==> config.mk <==
export PLATFORM = sky130hd
export DESIGN_NAME = platform_interrupt_controller_flat
export DESIGN_NICKNAME = d
export VERILOG_FILES = /design/src/hdl/pic_pkg.sv /design/src/hdl/pic_if.sv /design/src/hdl/platform_interrupt_controller.sv /design/src/hdl/pic_ctrl.sv /design/src/hdl/pic_dp.sv /design/src/flat_wrapper.sv
export SDC_FILE = /design/constraint.sdc
export NUM_CORES = 1
export LEC_CHECK = 0
export BUFFER_PORTS_ARGS = -buffer_cell sky130_fd_sc_hd__buf_2
export CORE_ASPECT_RATIO = 1.25
export CORE_UTILIZATION = 40
export CTS_CLUSTER_SIZE = 16
export DETAILED_ROUTE_END_ITERATION = 6
export PLACE_DENSITY = 0.57
export SETUP_SLACK_MARGIN = 0.05
export SKIP_CTS_REPAIR_TIMING = 1
export SLEW_MARGIN = 20
export SYNTH_ARGS = -nofsm -noshare
export SYNTH_HDL_FRONTEND = slang
export SYNTH_SLANG_ARGS = --single-unit
==> constraint.sdc <==
create_clock -name clk -period 5.9 [get_ports clk]
set_input_delay 0 -clock clk [delete_from_list [all_inputs] [get_ports clk]]
set_output_delay 0 -clock clk [all_outputs]
set_load 0.02 [all_outputs]
==> src/hdl/pic_pkg.sv <==
`default_nettype none
package pic_pkg;
    localparam logic [1:0] ACT_READ  = 2'd0;
    localparam logic [1:0] ACT_WRITE = 2'd1;
    localparam logic [1:0] ACT_TICK  = 2'd2;
    localparam logic [1:0] ACT_LEVEL = 2'd3;

    typedef struct packed {
        logic [1:0]  action;
        logic [25:0] addr;
        logic [63:0] wdata;
        logic [2:0]  size;
        logic [7:0]  strb;
        logic [9:0]  source_id;
        logic        level;
    } pic_in_t;

    typedef struct packed {
        logic [63:0] rdata;
        logic        meip;
        logic        seip;
    } pic_out_t;

    // controller -> datapath
    typedef struct packed {
        logic load;      // capture word, do direct access
        logic scan_clr;  // reset scan best
        logic scan_step; // evaluate one source
        logic finish;    // commit claim / irq and build result
    } pic_cmd_t;

    // datapath -> controller
    typedef struct packed {
        logic needs_scan;
        logic scan_last;
    } pic_sts_t;
endpackage
`default_nettype wire

==> src/hdl/pic_if.sv <==
`default_nettype none
interface pic_in_if;
    import pic_pkg::*;
    logic    valid;
    logic    ready;
    pic_in_t payload;
    modport source (output valid, output payload, input ready);
    modport sink   (input valid, input payload, output ready);
endinterface

interface pic_out_if;
    import pic_pkg::*;
    logic     valid;
    logic     ready;
    pic_out_t payload;
    modport source (output valid, output payload, input ready);
    modport sink   (input valid, input payload, output ready);
endinterface
`default_nettype wire

==> src/hdl/platform_interrupt_controller.sv <==
// Channel | Dir | Payload
// req     | in  | action, addr, wdata, size, strb, source_id, level
// rsp     | out | rdata, meip, seip
//
// Plain accesses: accepted in IDLE, then SCAN (no scan), DONE and OUT.
// Claim reads and ticks scan one source per cycle in the SCAN state,
// then pass through DONE to OUT.
// One word in flight; req is not ready until the result is taken.
// Reset clears the control state and the register file; rsp stalls hold the result.
`default_nettype none
module platform_interrupt_controller
    import pic_pkg::*;
#(
    parameter int NUM_SOURCES   = 32,
    parameter int NUM_CONTEXTS  = 2,
    parameter int PRIORITY_BITS = 3
)
(
    input wire logic clk,
    input wire logic rst_n,
    pic_in_if.sink   req,
    pic_out_if.source rsp
);
    pic_cmd_t cmd;
    pic_sts_t sts;

    pic_ctrl u_ctrl (
        .clk       (clk),
        .rst_n     (rst_n),
        .in_valid  (req.valid),
        .in_ready  (req.ready),
        .out_valid (rsp.valid),
        .out_ready (rsp.ready),
        .cmd       (cmd),
        .sts       (sts)
    );

    pic_dp #(
        .NUM_SOURCES   (NUM_SOURCES),
        .NUM_CONTEXTS  (NUM_CONTEXTS),
        .PRIORITY_BITS (PRIORITY_BITS)
    ) u_dp (
        .clk      (clk),
        .rst_n    (rst_n),
        .in_word  (req.payload),
        .cmd      (cmd),
        .sts      (sts),
        .out_word (rsp.payload)
    );
endmodule
`default_nettype wire

==> src/hdl/pic_ctrl.sv <==
`default_nettype none
module pic_ctrl
    import pic_pkg::*;
(
    input  wire logic     clk,
    input  wire logic     rst_n,
    input  wire logic     in_valid,
    output logic          in_ready,
    output logic          out_valid,
    input  wire logic     out_ready,
    output pic_cmd_t      cmd,
    input  wire pic_sts_t sts
);
    localparam logic [1:0] ST_IDLE = 2'd0;
    localparam logic [1:0] ST_SCAN = 2'd1;
    localparam logic [1:0] ST_DONE = 2'd2;
    localparam logic [1:0] ST_OUT  = 2'd3;

    logic [1:0] state_reg, state_next;

    assign in_ready  = (state_reg == ST_IDLE);
    assign out_valid = (state_reg == ST_OUT);

    always_comb
    begin
        state_next = state_reg;
        cmd = '0;
        unique case (state_reg)
            ST_IDLE:
            begin
                if (in_valid)
                begin
                    cmd.load = 1'b1;
                    cmd.scan_clr = 1'b1;
                    state_next = ST_SCAN;
                end
            end
            ST_SCAN:
            begin
                if (sts.needs_scan)
                begin
                    cmd.scan_step = 1'b1;
                    if (sts.scan_last)
                        state_next = ST_DONE;
                end
                else
                    state_next = ST_DONE;
            end
            ST_DONE:
            begin
                cmd.finish = 1'b1;
                state_next = ST_OUT;
            end
            ST_OUT:
            begin
                if (out_ready)
                    state_next = ST_IDLE;
            end
            default: state_next = ST_IDLE;
        endcase
    end

    always_ff @(posedge clk or negedge rst_n)
    begin
        if (!rst_n)
            state_reg <= ST_IDLE;
        else
            state_reg <= state_next;
    end
endmodule
`default_nettype wire

==> src/hdl/pic_dp.sv <==
`default_nettype none
module pic_dp
    import pic_pkg::*;
#(
    parameter int NUM_SOURCES   = 32,
    parameter int NUM_CONTEXTS  = 2,
    parameter int PRIORITY_BITS = 3
)
(
    input  wire logic     clk,
    input  wire logic     rst_n,
    input  wire pic_in_t  in_word,
    input  wire pic_cmd_t cmd,
    output pic_sts_t      sts,
    output pic_out_t      out_word
);
    localparam int SW = $clog2(NUM_SOURCES);
    localparam int CW = (NUM_CONTEXTS > 1) ? $clog2(NUM_CONTEXTS) : 1;
    localparam int EN_BYTES = (NUM_SOURCES + 7) / 8;
    localparam int SRC_WORDS = (NUM_SOURCES + 31) / 32;
    localparam int PADS = EN_BYTES * 8;

    logic [PRIORITY_BITS-1:0] prio_reg [NUM_SOURCES];
    logic [PADS-1:0]          en_reg [NUM_CONTEXTS];
    logic [PRIORITY_BITS-1:0] thr_reg [NUM_CONTEXTS];
    logic [NUM_SOURCES-1:0]   asrt_reg, pend_reg, insv_reg;
    logic                     meip_reg, seip_reg;

    logic [63:0] rd_reg;
    logic [63:0] rdata_reg;
    logic        claim_reg, tick_reg;
    logic [CW-1:0] cctx_reg;
    logic [SW-1:0] idx_reg;
    // per-scan best for two contexts (claim uses slot 0)
    logic [SW-1:0]            best_reg [2];
    logic [PRIORITY_BITS-1:0] bestp_reg [2];

    // address decode of incoming word
    logic [25:0] a;
    logic [25:0] erel, crel;
    logic [19:0] ectx;
    logic [6:0]  eoff;
    logic [13:0] cctx;
    logic [11:0] coff;
    logic [23:0] pidx;
    logic [23:0] pw;
    logic        rd, wr;

    always_comb
    begin
        a    = in_word.addr;
        rd   = (in_word.action == ACT_READ);
        wr   = (in_word.action == ACT_WRITE);
        pidx = a[25:2];
        pw   = 24'(a[25:2] - 24'h400);
        erel = a - 26'h2000;
        ectx = erel[25:6] >> 1;
        eoff = erel[6:0];
        crel = a - 26'h200000;
        cctx = crel[25:12];
        coff = crel[11:0];
    end

    logic is_prio, is_pend, is_en, is_ctx, en_ok, ctx_ok;
    assign is_prio = (a < 26'h1000);
    assign is_pend = !is_prio && (a < 26'h2000);
    assign is_en   = !is_prio && !is_pend && (a < 26'h200000);
    assign is_ctx  = !is_prio && !is_pend && !is_en && (a < 26'h3FFF000);
    assign en_ok   = (32'(ectx) < NUM_CONTEXTS);
    assign ctx_ok  = (32'(cctx) < NUM_CONTEXTS);

    logic [63:0] direct_rd;
    always_comb
    begin
        logic [31:0] pwv;
        logic [9:0]  bi;
        direct_rd = '0;
        pwv = '0;
        bi = '0;
        if (is_prio)
        begin
            if (32'(pidx) < NUM_SOURCES)
                direct_rd = 64'(prio_reg[pidx[SW-1:0]]);
        end
        else if (is_pend)
        begin
            if (32'(pw) < SRC_WORDS)
            begin
                for (int b = 0; b < 32; b++)
                    if (32'(pw) * 32 + b < NUM_SOURCES)
                        pwv[b] = pend_reg[(32'(pw) * 32 + b) % NUM_SOURCES];
                direct_rd = 64'(pwv);
            end
        end
        else if (is_en)
        begin
            if (en_ok)
                for (int k = 0; k < 8; k++)
                    if (k <= int'(in_word.size) && 32'(eoff) + k < EN_BYTES)
                    begin
                        bi = 10'((32'(eoff) + k) % EN_BYTES);
                        direct_rd[k*8 +: 8] =
                            en_reg[ectx[CW-1:0]][bi*8 +: 8];
                    end
        end
        else if (is_ctx && ctx_ok && coff == 12'd0)
            direct_rd = 64'(thr_reg[cctx[CW-1:0]]);
    end

    // scan
    logic [PRIORITY_BITS-1:0] sp;
    logic [PRIORITY_BITS-1:0] thr_c [2];
    logic [SW-1:0]            ctx_of [2];
    always_comb
    begin
        sp = prio_reg[idx_reg];
        thr_c[0] = tick_reg ? thr_reg[0] : thr_reg[cctx_reg];
        thr_c[1] = thr_reg[(NUM_CONTEXTS > 1) ? 1 : 0];
        ctx_of[0] = '0;
        ctx_of[1] = '0;
    end

    logic hit [2];
    always_comb
    begin
        logic [CW-1:0] c0;
        c0 = tick_reg ? '0 : cctx_reg;
        hit[0] = pend_reg[idx_reg] && en_reg[c0][idx_reg] && sp != 0 &&
                 sp > thr_c[0] && sp > bestp_reg[0] && idx_reg != 0;
        hit[1] = pend_reg[idx_reg] && en_reg[CW'((NUM_CONTEXTS > 1) ? 1 : 0)][idx_reg] &&
                 sp != 0 && sp > thr_c[1] && sp > bestp_reg[1] && idx_reg != 0;
    end

    always_comb
    begin
        sts.needs_scan = claim_reg || tick_reg;
        sts.scan_last  = (32'(idx_reg) == NUM_SOURCES - 1);
    end

    always_ff @(posedge clk)
    begin
        if (cmd.load)
        begin
            rd_reg <= rd ? direct_rd : '0;
            cctx_reg <= cctx[CW-1:0];
        end
        if (cmd.scan_clr)
            idx_reg <= '0;
        else if (cmd.scan_step && !sts.scan_last)
            idx_reg <= idx_reg + 1'b1;
        for (int c = 0; c < 2; c++)
        begin
            if (cmd.scan_clr)
            begin
                best_reg[c]  <= ctx_of[c];
                bestp_reg[c] <= '0;
            end
            else if (cmd.scan_step && hit[c])
            begin
                best_reg[c]  <= idx_reg;
                bestp_reg[c] <= sp;
            end
        end
        if (cmd.finish)
        begin
            rdata_reg <= claim_reg ? 64'(best_reg[0]) : rd_reg;
        end
    end

    always_comb
    begin
        out_word.rdata = rdata_reg;
        out_word.meip  = meip_reg;
        out_word.seip  = seip_reg;
    end

    logic [9:0] cid;
    assign cid = in_word.wdata[9:0];

    always_ff @(posedge clk or negedge rst_n)
    begin
        if (!rst_n)
        begin
            for (int i = 0; i < NUM_SOURCES; i++)
                prio_reg[i] <= '0;
            for (int c = 0; c < NUM_CONTEXTS; c++)
            begin
                en_reg[c]  <= '0;
                thr_reg[c] <= '0;
            end
            asrt_reg  <= '0;
            pend_reg  <= '0;
            insv_reg  <= '0;
            meip_reg  <= 1'b0;
            seip_reg  <= 1'b0;
            claim_reg <= 1'b0;
            tick_reg  <= 1'b0;
        end
        else
        begin
            if (cmd.load)
            begin
                claim_reg <= rd && is_ctx && ctx_ok && coff == 12'd4;
                tick_reg  <= (in_word.action == ACT_TICK);
                if (in_word.action == ACT_TICK)
                    pend_reg <= pend_reg | (asrt_reg & ~insv_reg);
                if (in_word.action == ACT_LEVEL && in_word.source_id != 0 &&
                    32'(in_word.source_id) < NUM_SOURCES)
                    asrt_reg[in_word.source_id[SW-1:0]] <= in_word.level;
                if (wr)
                begin
                    if (is_prio && 32'(pidx) < NUM_SOURCES)
                        prio_reg[pidx[SW-1:0]] <= in_word.wdata[PRIORITY_BITS-1:0];
                    else if (is_en && en_ok)
                    begin
                        for (int k = 0; k < 8; k++)
                            if (k <= int'(in_word.size) && in_word.strb[k] &&
                                32'(eoff) + k < EN_BYTES)
                                en_reg[ectx[CW-1:0]][((32'(eoff) + k) % EN_BYTES) * 8 +: 8]
                                    <= in_word.wdata[k*8 +: 8];
                    end
                    else if (is_ctx && ctx_ok && coff == 12'd0)
                        thr_reg[cctx[CW-1:0]] <= in_word.wdata[PRIORITY_BITS-1:0];
                    else if (is_ctx && ctx_ok && coff == 12'd4 &&
                             in_word.wdata[15:10] == '0 && 32'(cid) < NUM_SOURCES)
                        insv_reg[cid[SW-1:0]] <= 1'b0;
                end
            end
            if (cmd.finish)
            begin
                if (claim_reg && best_reg[0] != 0)
                begin
                    pend_reg[best_reg[0]] <= 1'b0;
                    insv_reg[best_reg[0]] <= 1'b1;
                end
                if (tick_reg)
                begin
                    meip_reg <= (best_reg[0] != 0);
                    seip_reg <= (NUM_CONTEXTS > 1) && (best_reg[1] != 0);
                end
                claim_reg <= 1'b0;
                tick_reg  <= 1'b0;
            end
        end
    end
endmodule
`default_nettype wire

==> src/flat_wrapper.sv <==
// flat-port wrapper written by rule: the top's interface ports become plain ports
module platform_interrupt_controller_flat import pic_pkg::*;
#(
    parameter int NUM_SOURCES   = 32,
    parameter int NUM_CONTEXTS  = 2,
    parameter int PRIORITY_BITS = 3
)
  (clk, rst_n, req_valid, req_payload, req_ready, rsp_valid, rsp_payload, rsp_ready);
  pic_in_if req_i ();
  pic_out_if rsp_i ();
  input wire logic clk;
  input wire logic rst_n;
  input wire logic [$bits(req_i.valid)-1:0] req_valid;
  input wire logic [$bits(req_i.payload)-1:0] req_payload;
  output wire logic [$bits(req_i.ready)-1:0] req_ready;
  output wire logic [$bits(rsp_i.valid)-1:0] rsp_valid;
  output wire logic [$bits(rsp_i.payload)-1:0] rsp_payload;
  input wire logic [$bits(rsp_i.ready)-1:0] rsp_ready;
  assign req_i.valid = req_valid;
  assign req_i.payload = req_payload;
  assign req_ready = req_i.ready;
  assign rsp_valid = rsp_i.valid;
  assign rsp_payload = rsp_i.payload;
  assign rsp_i.ready = rsp_ready;
  platform_interrupt_controller #(.NUM_SOURCES(NUM_SOURCES), .NUM_CONTEXTS(NUM_CONTEXTS), .PRIORITY_BITS(PRIORITY_BITS)) u_core (.clk(clk), .rst_n(rst_n), .req(req_i), .rsp(rsp_i));
endmodule
======== After elaboration in Yosys (flattened, before gate mapping) ========
Memory sizes are Yosys's and may differ from the RTL's. A register that Yosys moved wholly into a read port is not among the register bits.
Cells that the tools add are included.
storage, ports and cells
  bits in registers ....................... 402
  RAM bits ................................ 16
  ROM bits ................................ 32
  input port bits ......................... 118
  output and inout bits ................... 68
  logic and storage cells ................. 593
  memories ................................ 3
memory list
  memory                 words  width  rd ports  clocked after memory_dff  wr ports  RTL line       RTL
  (name not given)       32     1      1         1                         0         pic_dp.sv:130  hit[1] = pend_reg[idx_reg] && en_reg[CW'((NUM_CONTEXTS > 1) ? 1 : 0)][idx_reg] &&
  u_core.u_dp.best_reg   2      5      2         0                         2         pic_dp.sv:35   logic [SW-1:0] best_reg [2];
  u_core.u_dp.bestp_reg  2      3      2         0                         2         pic_dp.sv:36   logic [PRIORITY_BITS-1:0] bestp_reg [2];
operators by class
  add/subtract/negate cells ............... 50
  $lt $le $gt $ge ......................... 108
  eq/ne operators ......................... 11
  shift-type cells ........................ 24
  multiplexer cells ....................... 248
  bitwise operators ....................... 20
  reduce and logical (&&, ||, !) cells .... 80
operators with widths
  operator                                                     count
  two-way mux 64 bit                                           40
  less-than comparator 32 x 6 -> 1 bit, second input constant  31
  two-way mux 32 bit                                           27
  bitwise mux 64 bit                                           8
  adder 29 x 5 -> 30 bit, second input constant                16
  negator 5 -> 34 bit                                          8
  variable shift 8 x 34 -> 32 bit, first input constant        8
  variable part select 8 x 34 -> 32 bit                        8
  demux 32 bit (select 1 bit)                                  8
  variable part select 32 x 6 -> 8 bit                         8
  adder 29 x 4 -> 30 bit, second input constant                8
  less-than comparator 32 x 3 -> 1 bit, second input constant  7
  less-than comparator 5 x 6 -> 1 bit, second input constant   35
  binary-select mux 1 bit (select 5 bit)                       33
  adder 29 x 3 -> 30 bit, second input constant                4
  AND 32 bit                                                   3
  bitwise mux 96 bit                                           1
  NOT 32 bit                                                   3
  two-way mux 1 bit                                            85
  two-way mux 8 bit                                            8
  OR 32 bit                                                    2
  adder 29 x 2 -> 30 bit, second input constant                2
  logical AND 1 bit                                            59
  two-way mux 3 bit                                            17
  61 further kinds                                             112

======== Depth between registers and ports, before layout ========
Gate-level depths: netlist of run 1.
  depth after elaboration ................. 50
  mapped depth ............................ 15
  gate-level depth less buffers ........... 12

======== By module ========
Synthesis of run 1 repeated with hierarchy kept, for this count alone.
second synthesis, totals
  cells, all modules ...................... 2727
  area, all modules ....................... 26440.4 um^2
by module, submodules not included
  module    instances  cells an instance  area an instance (um^2)  seq. area each (um^2)
  pic_dp    1          2709               26256.4                  10845.4
  pic_ctrl  1          18                 183.9                    50.0

======== Worst setup path before layout of run 1 ========
Ideal clock, no wire load.
  kind .................................... reg-to-reg
  start point ............................. reg u_core.u_dp.idx_reg[0]
  end point ............................... mem u_core.u_dp.best_reg[0][0] (netlist bit) (enable)
  setup time .............................. 0.384 ns
  data arrival time ....................... 4.057 ns
  required time ........................... 5.516 ns
  slack ................................... 1.459 ns
  stages on the path, launching flop included .. 15
  buffers on the path ..................... 2
  period minus slack after synthesis ...... 4.441 ns
  cells stage by stage .................... dfxtp_1 buf_2 buf_2 mux4_2 mux4_2 nor2_1 nor2_1 ha_1 and3_1 a311oi_1 o221ai_1 a311o_1 nor3_1 nor2_1 o21ai_0
RTL lines
  item                      RTL line       RTL
  start: declaration        pic_dp.sv:33   logic [SW-1:0] idx_reg;
  start signal: assignment  pic_dp.sv:150  idx_reg <= idx_reg + 1'b1;
  end: declaration          pic_dp.sv:35

==> results of run 1 <==
[routing by layer]
layer | global-route usage | wire [um]
met1 | 0.410 | 42300
met2 | 0.500 | 48900
met3 | 0.0757 | 10300
met4 | 0.187 | 7170
met5 | 0 | 9
[critical path: cells and delay by family, from the launching register on]
kind	cells	cell delay, ns
muxes	3	1.49
adders and majority gates	1	0.30
and+or+nand+nor	3	0.47
DFF	1	0.92
AOI/OAI and AO/OA	4	0.91
buffers and inverters	1	0.19
[cell families (layout without fill, tap and decap cells)]
| family | count (synthesis) | after routing | share of synthesized area |
|---|---|---|---|
| buf+inv | 237 | 407 | 0.0362 |
| mux | 377 | 377 | 0.200 |
| xor+xnor | 12 | 12 | 0.00399 |
| simple gates | 973 | 973 | 0.191 |
| flops | 409 | 409 | 0.414 |
| fa+ha+maj | 33 | 33 | 0.0157 |
| compound gates | 563 | 563 | 0.140 |
| other cells | 1 | 13 | 0.000142 |
[through the flow]
stage	power, uW	instances	worst slack [ns]	hold slack [ns]
after floorplan	4320	2613	1.46	-0.296
after global placement	4860	3504	1.20	0.0873
after detailed placement	4880	3504	1.30	0.0936
after CTS	7790	3585	1.27	-0.547
after global routing	8040	3631	0.960	0.0107
final	7760	3635	1.31	-0.0679
[Yosys cell counts, types with 34 or more instances]
cell | number | area [um2]
nand3_1 | 37 | 185
o21ai_0 | 63 | 315
nand2b_1 | 41 | 257
a31oi_1 | 75 | 469
clkbuf_1 | 124 | 465
mux2i_1 | 127 | 1270
a21oi_1 | 148 | 741
mux2_2 | 141 | 1590
inv_1 | 59 | 221
nor2_1 | 268 | 1010
dfrtp_1 | 267 | 6680
nand2_1 | 224 | 841
and2_1 | 47 | 294
o22ai_1 | 70 | 438
nor3_1 | 39 | 195
nor2b_1 | 107 | 669
mux4_2 | 105 | 2360
nor4_1 | 34 | 213
edfxtp_1 | 137 | 4110
[layout by cell type, fill, tap and decap left out, types with 47 or more instances in the layout]
cell type,n
a21oi_1,148
a31oi_1,75
and2_1,47
buf_2,174
dfrtp_1,266
edfxtp_1,137
inv_1,59
mux2_2,141
mux2i_1,127
mux4_2,105
nand2_1,223
nor2_1,266
nor2b_1,106
o21ai_0,63
o22ai_1,70
[where the power goes]
part / switching (uW) / internal, uW
clock network: 1260 / 1660
registers: 143 / 3290
logic: 983 / 430
total: 2380 / 5380
[final timing paths]
| check | slack (ns) | end |
|---|---|---|
| worst min register to register | 0.39 | u_core.u_dp.asrt_reg[0]$_DFFE_PN0P_ |
| worst max-delay path | 1.31 | u_core.u_dp.best_reg[0][2]$_SDFFCE_PN0P_ |
| worst min-delay path | -0.07 | u_core.u_dp.en_reg[4]$_DFFE_PN0P_ |
| worst max register to register | 1.31 | u_core.u_dp.best_reg[0][2]$_SDFFCE_PN0P_ |
| min in group asynchronous | -0.04 | u_core.u_dp.en_reg[0]$_DFFE_PN0P_ |
| max in group asynchronous | 4.60 | u_core.u_dp.asrt_reg[27]$_DFFE_PN0P_ |
[cell type report]
| cell class | instances | area, um2 | share of cell area |
|---|---|---|---|
| Inverter | 62 | 233 | 0.00776 |
| Clock buffer | 61 | 1250 | 0.0416 |
| Clock inverter | 20 | 243 | 0.00809 |
| Antenna cell | 4 | 10.0 | 0.000334 |
| Multi-Input combinational cell | 1967 | 14600 | 0.487 |
| Timing Repair Buffer | 264 | 1680 | 0.0561 |
| Tap cell | 848 | 1060 | 0.0354 |
| Sequential cell | 409 | 10900 | 0.363 |
==> metrics.cfg, run 1 <==
[logic_synthesis]
avgSynthCellArea_um2 = 10.1
yosysWarnings = 0
synth_async_sr_flop_share = 0.653
ys_seq_area_frac = 0.414
ys_ff_latch = 409
synthCells = 2605
synth_cell_type_count = 92
synth_edf_count = 137
synth_ff_type = dfrtp_1
syn_area_um2 = 26300

[floorplanning]
die_height_um = 289
row_count = 104
initial_core_util = 0.406
die-area_um2 = 66900
coreArea_um2 = 64800
io_pins = 186
die_x_um = 232

[setup_path]
crit_chain = mux4_2 > mux4_2 > mux2i_1 > ha_1 > and3_1 > a311oi_1 > o221ai_1 > a311o_1 > nor3_1 > nor2_1 > o21ai_0 > buf_4
worstPathMaxFanout = 25
cpMostUsedCell = mux4_2
r2r-start = u_core.u_dp.idx_reg[0]$_SDFFE_PP0P_
crit_arrival_ns = 4.89
cp_slowest_stage_delay_ns = 0.92
worst-setup-path-type = reg -> reg
cp_data_required_time_ns = 6.21
reg2reg_depth = 12
crit_start = u_core.u_dp.idx_reg[0]$_SDFFE_PP0P_
cp-start-kind = register
worstSetupEndpointType = register
cpMaxStageDelayCell = dfxtp_2

[hold_path]
hold_depth = 5
hp-class = in -> reg
hold_path_startpoint = req_payload[66]

[sta]
tightest_slew_ns = 1.32
hold_ws_ns = -0.0679
relSlewSlack = 0.121
post-route-min-period_ns = 4.59
skew_ns = 0.0443
maxSlewViolCount = 0
finalSetupViolCount = 0
final_hold_viol_count = 10
rsz0062_at_grt = no
fin_crit_sh = 0.778
fin_tns_setup_ns = 0
clock.fmax_ghz = 0.218

[placed_design]
gpl.final_weighted_congestion = 1.04
hpwl_um = 77800
port_buffers = 175
place_area_um2 = 28000

[global_routing]
grt_pass1_wl_um = 156000
antenna_found_initial = 7
grt_pass1_vias = 22700
grt_usage = 0.322
grt_max_degree = 121
grt_remaining_overflow = 0

[routing]
drt-total-wl_um = 109000
wl_per_cell_um = 29.9
drt_iter0_drc = 2776
final_antenna_net_count = 0
route.detailed.drc = 0
via_per_inst = 6.48
vias = 23500
first_pass_iters = 6

[final_layout]
nNetsFinal = 2900
final_layout_size_suffix_gt1_frac = 0.212
largest_reg_flops = 96
fillers = 6198
syn_to_final_growth_pct = 13.8
design_area_um2 = 30000
fin_util = 0.463

[power_and_ir_drop]
p_per_area_nw_per_um2 = 259
leakage_uw = 0.0124
max-vdd-ir-drop_mv = 0.172

[clock_tree]
numCtsBuffers = 45
cts_tree = done
cts_buffer_depth = 3
clk_pin_slew_ns = 0.06
cts.sinks = 409
cts-root-buf = clkbuf_16
htreeDepth = 2
clock_latency_ns = 0.62

[flow_run]
cap_viol_max_count = 0

[run_status]
outcome = complete, but fails checks
violations = negative hold slack

(Power assumes the default switching activity.)
==> run 2: changes to the inputs <==
Settings changed: PLACE_DENSITY 0.57 to 0.59.
Clock period 5.9 ns to 3.9 ns, I/O delays scaled along.
==> run 2 against run 1 <==
The flow finishes with violations (negative hold slack, negative setup slack). Die area stayed put. Sequential share of layout area is 1.1 points lower. Critical endpoint is now u_core.u_dp.best_reg[0][0]$_SDFFCE_PN0P_. Fmax is 17% higher. Largest cell class unchanged.
==> metrics.cfg, run 2 (synthesis gave the netlist of run 1 again) <==
[run_status]
outcome = complete, but fails checks
violations = negative hold slack, negative setup slack

[power_and_ir_drop]
swShare = 0.299
p_per_area_nw_per_um2 = 388
leakage_uw = 0.0129
pwr-share-comb = 0.200
switchingPower_uw = 3590
seqPwrFrac = 0.427
clockPowerShare = 0.373
power_uw = 12000
max-vdd-ir-drop_mv = 0.366
intPower_uw = 8410

[routing]
via_per_inst = 6.41
first_pass_iters = 6
drt_iter0_drc = 2652
drt-total-wl_um = 111000
route.detailed.drc = 0
wl_per_cell_um = 29.8
final_antenna_net_count = 0
vias = 23900

[placed_design]
port_buffers = 175
place_area_um2 = 28600
hpwl_um = 81600
gpl.final_weighted_congestion = 0.995

[sta]
final_hold_viol_count = 5
finalSetupViolCount = 1
rsz0062_at_grt = yes
hold_ws_ns = -0.0143
post-route-min-period_ns = 3.90
tightest_slew_ns = 1.17
clock.fmax_ghz = 0.256
maxSlewViolCount = 0
fin_ws_ns = -0.00474
skew_ns = 0.0455
relSlewSlack = 0.217
fin_crit_sh = 1.00

[setup_path]
cp_data_required_time_ns = 4.30
worst-setup-path-type = reg -> reg
crit_arrival_ns = 4.31
crit_chain = buf_12 > mux4_2 > mux4_2 > nor2_4 > nor2_4 > buf_6 > ha_4 > a311oi_2 > o221ai_2 > a311o_1 > nor3_2 > buf_4 > o21ai_2 > nor3_1
worstPathMaxFanout = 8
cp-start-kind = register
cp_slowest_stage_delay_ns = 0.54
cpMaxStageDelayCell = mux4_2
crit_family = multiplexers
worstSetupEndpointType = register
path_buf_inv = 3

[final_layout]
mostFrequentLayoutCell = dfrtp_1
fin_util = 0.477
syn_to_final_growth_pct = 17.4
nNetsFinal = 2984
largest_reg_flops = 96
design_area_um2 = 30900
layout_common_cells = 266 x dfrtp_1, 264 x nor2_1, 223 x nand2_1, 174 x buf_2, 148 x a21oi_1
final_layout_size_suffix_gt1_frac = 0.237

[global_routing]
grt_remaining_overflow = 0
grt_usage = 0.326
grt_pass1_wl_um = 158000
antenna_found_initial = 2
grt_max_degree = 113
grt_pass1_vias = 23100

[floorplanning]
die-area_um2 = 66900
row_count = 104
initial_core_util = 0.406
coreArea_um2 = 64800
io_pins = 186
die_height_um = 289
die_x_um = 232

[clock_tree]
cts.sinks = 409
clock_latency_ns = 0.60
clk_pin_slew_ns = 0.07
cts_tree = done
htreeDepth = 2
numCtsBuffers = 45
cts-root-buf = clkbuf_16
cts_buffer_depth = 3

[flow_run]
cap_viol_max_count = 0

[hold_path]
hp-class = in -> reg

## run 2: changes by cell type in the layout (fill, tap and decap cells not counted), sizes merged
cell / before / now
clkinvlp: 7 / 3
buf: 218 / 294
dlygate4sd3: 46 / 53
bufinv: 4 / 6
inv: 60 / 59
diode: 4 / 3
clkinv: 11 / 17
## run 2: path summary, 6_finish.rpt
kind / start / to / slack, ns / cells past startpoint
max in group asynchronous: rst_n / u_core.u_dp.claim_reg$_DFFE_PN0P_ / 2.61 / 4
min: req_payload[52] / u_core.u_dp.en_reg[38]$_DFFE_PN0P_ / -0.01 / 4
min in group asynchronous: rst_n / u_core.u_dp.en_reg[27]$_DFFE_PN0P_ / 0.39 / 3
min reg2reg: u_core.u_dp.asrt_reg[0]$_DFFE_PN0P_ / u_core.u_dp.asrt_reg[0]$_DFFE_PN0P_ / 0.39 / 0
max reg2reg: u_core.u_dp.idx_reg[0]$_SDFFE_PP0P_ / u_core.u_dp.best_reg[0][0]$_SDFFCE_PN0P_ / -0.005 / 14
max: u_core.u_dp.idx_reg[0]$_SDFFE_PP0P_ / u_core.u_dp.best_reg[0][0]$_SDFFCE_PN0P_ / -0.005 / 14
## run 2: final cells by class
type	count	area, um2
antenna	3	7.51
inverter	62	234
fill	6064	33900
tap	848	1060
clock buffer	60	1230
clock inverter	23	310
sequential	409	10900
multi-input combinational	1967	14700
timing repair buffer	348	2480
## run 2: tightest hold or removal path, cell delays in order
cell and delay [ns]:
buf_2 0.15, a22o_1 0.14, o21ai_0 0.09, a31oi_1 0.16
## run 2: per-stage QoR
step,TNS [ns],setup WS (ns),instances
floorplan,0,0.0523,2613
global placement,-1.07,-0.134,3575
detailed placement,-2.83,-0.224,3575
CTS,-3.03,-0.242,3658
global route,-1.10,-0.0922,3717
finish,-0.00474,-0.00474,3720
## run 2: routing by layer
layer,GRT usage,vias up,share of wire
li1,-,10200,-
met3,0.0663,329,0.094
met4,0.190,0,0.066
met2,0.516,1357,0.46
met5,0,-,0
met1,0.416,11900,0.38
## run 2: power groups by stage
stage	registers [uW]	clock network, uW	logic [uW]
final	5130	4480	2400
after detailed placement	5210	0	2300
after global placement	5200	0	2280
after global routing	5170	4700	2550
after floorplan	5460	0	1120
after CTS	5120	4570	2300
==> run 3: changes to the inputs <==
Settings changed: CORE_UTILIZATION 40 to 56, PLACE_DENSITY 0.59 to 0.78.
==> run 3 against run 2 <==
The flow finishes with violations (negative setup slack). Fmax decreased by 1.0%. Global-route usage grew 12 points. Critical path depth stayed put. Non-clock buffer count rose by 6. Sequential share of layout area is 0.48 points higher. Cell area is 1.3% lower. Sequential power about the same.
==> metrics.cfg, run 3 (synthesis gave the netlist of run 1 again) <==
[run_status]
outcome = complete, but fails checks
violations = negative setup slack

[setup_path]
worstPathMaxFanout = 5
cp_slowest_stage_delay_ns = 0.53
crit_family = multiplexers
crit_chain = buf_12 > buf_6 > mux4_2 > mux4_2 > mux2i_4 > ha_4 > and3_4 > a311oi_2 > o221ai_2 > a311o_1 > nor3_2 > nor2_1 > o21ai_2 > buf_6
cp_data_required_time_ns = 4.21
path_buf_inv = 3
worst-setup-path-type = reg -> reg
crit_start = u_core.u_dp.idx_reg[0]$_SDFFE_PP0P_
worstSetupEndpointType = register
crit_arrival_ns = 4.25
cp-start-kind = register
cpMaxStageDelayCell = mux4_2
r2r-start = u_core.u_dp.idx_reg[0]$_SDFFE_PP0P_

[placed_design]
hpwl_um = 79600
gpl.final_weighted_congestion = 1.12
port_buffers = 175
dp_slack_ns = -0.0737

[sta]
fin_ws_ns = -0.0446
skew_ns = 0.0263
maxSlewViolCount = 0
clock.fmax_ghz = 0.254
relSlewSlack = 0.164
tightest_slew_ns = 1.25
fin_crit_sh = 1.01
final_hold_viol_count = 0
rsz0062_at_grt = yes
finalSetupViolCount = 14
post-route-min-period_ns = 3.94

[routing]
first_pass_iters = 6
drt_iter0_drc = 2969
route.detailed.drc = 0
vias = 24900
via_per_inst = 7.19
wl_per_cell_um = 31.3
drt-total-wl_um = 108000
final_antenna_net_count = 0

[global_routing]
grt_max_degree = 134
grt_remaining_overflow = 0
grt_pass1_vias = 23700
grt_usage = 0.443
antenna_found_initial = 10
grt_pass1_wl_um = 154000

[final_layout]
fillers = 3534
layout_common_cells = 266 x dfrtp_1, 264 x nor2_1, 221 x nand2_1, 174 x buf_2, 148 x a21oi_1
final_layout_size_suffix_gt1_frac = 0.240
largest_reg_flops = 96
mostFrequentLayoutCell = dfrtp_1
nNetsFinal = 2988
fin_util = 0.660
syn_to_final_growth_pct = 15.8

[flow_run]
cap_viol_max_count = 0

[floorplanning]
initial_core_util = 0.570
io_pins = 186
die_height_um = 244
row_count = 88
coreArea_um2 = 46200
die-area_um2 = 47900
die_x_um = 196

[power_and_ir_drop]
seqPwrFrac = 0.435
clockPowerShare = 0.363
p_per_area_nw_per_um2 = 386
max-vdd-ir-drop_mv = 0.367
switchingPower_uw = 3480
swShare = 0.296
pwr-share-comb = 0.201
intPower_uw = 8280
leakage_uw = 0.0129
power_uw = 11800

[hold_path]
hp-class = in -> reg
hold_path_startpoint = req_payload[72]

[clock_tree]
cts_buffer_depth = 3
cts.sinks = 409
clock_latency_ns = 0.59
cts-root-buf = clkbuf_16
clk_pin_slew_ns = 0.06
cts_tree = done
numCtsBuffers = 43
htreeDepth = 2

[run 3: changes by cell type in the layout (fill, tap and decap cells not counted), moves of 3 or more]
cell,delta
buf_4,+11
dlygate4sd3_1,-6
buf_6,+4
buf_12,-3
diode_2,+3
[run 3: metrics by stage]
stage                     TNS, ns  cell area (um2)  hold WS [ns]  cells
after floorplan                 0            26400        -0.296   2613
after global routing        -1.74            30500        0.0352   3457
after CTS                   -1.73            29700        -0.424   3398
final                      -0.411            30500        0.0168   3459
after global placement     -0.714            28300         0.160   3322
after detailed placement   -0.648            28300         0.184   3322
[run 3: area by class of cell]
class | count | area (um2) | area share
multi-input cells | 1967 | 14700 | 0.482
flip-flops and latches | 409 | 10900 | 0.357
diodes | 6 | 15.0 | 0.000492
clock buffers | 60 | 1210 | 0.0398
inverters | 62 | 234 | 0.00767
well taps | 585 | 732 | 0.0240
clock inverters | 16 | 225 | 0.00738
repair buffers | 354 | 2490 | 0.0815
[run 3: path summary, 6_finish.rpt]
check / to / slack (ns) / depth (start not counted)
worst max-delay path: u_core.u_dp.best_reg[0][0]$_SDFFCE_PN0P_ / -0.04 / 14
worst min-delay path: u_core.u_dp.en_reg[50]$_DFFE_PN0P_ / 0.02 / 4
worst max register to register: u_core.u_dp.best_reg[0][0]$_SDFFCE_PN0P_ / -0.04 / 14
worst min register to register: u_core.u_dp.asrt_reg[0]$_DFFE_PN0P_ / 0.39 / 0
max in group asynchronous: u_core.u_dp.en_reg[5]$_DFFE_PN0P_ / 2.35 / 5
min in group asynchronous: u_core.u_dp.asrt_reg[22]$_DFFE_PN0P_ / 0.54 / 4
[run 3: per-layer routing]
metal  track usage  vias to the layer above  share of wire  wire (um)
met2         0.695                     1974           0.45      48500
met5             0                        -        0.00028         30
li1              -                    10200              -          -
met1         0.547                    12100           0.35      38100
met3        0.0970                      533           0.11      11900
met4         0.310                        4          0.090       9800
[run 3: power by group through the flow]
| stage | Clock, uW | Sequential, uW | Combinational [uW] |
|---|---|---|---|
| 2_1_floorplan | 0 | 5460 | 1120 |
| 3_5_place_dp | 0 | 5190 | 2210 |
| 6_report | 4270 | 5120 | 2370 |
| 4_1_cts | 4280 | 5120 | 2220 |
| 3_3_place_gp | 0 | 5180 | 2180 |
| 5_1_grt | 4440 | 5160 | 2490 |
[run 3: worst register-to-register path, cell delays in order, from the launching register on]
cell	delay, ns
dfxtp_4	0.41
buf_12	0.15
buf_6	0.10
mux4_2	0.53
mux4_2	0.52
mux2i_4	0.23
ha_4	0.24
and3_4	0.16
a311oi_2	0.23
o221ai_2	0.16
a311o_1	0.30
nor3_2	0.24
nor2_1	0.08
o21ai_2	0.17
buf_6	0.14
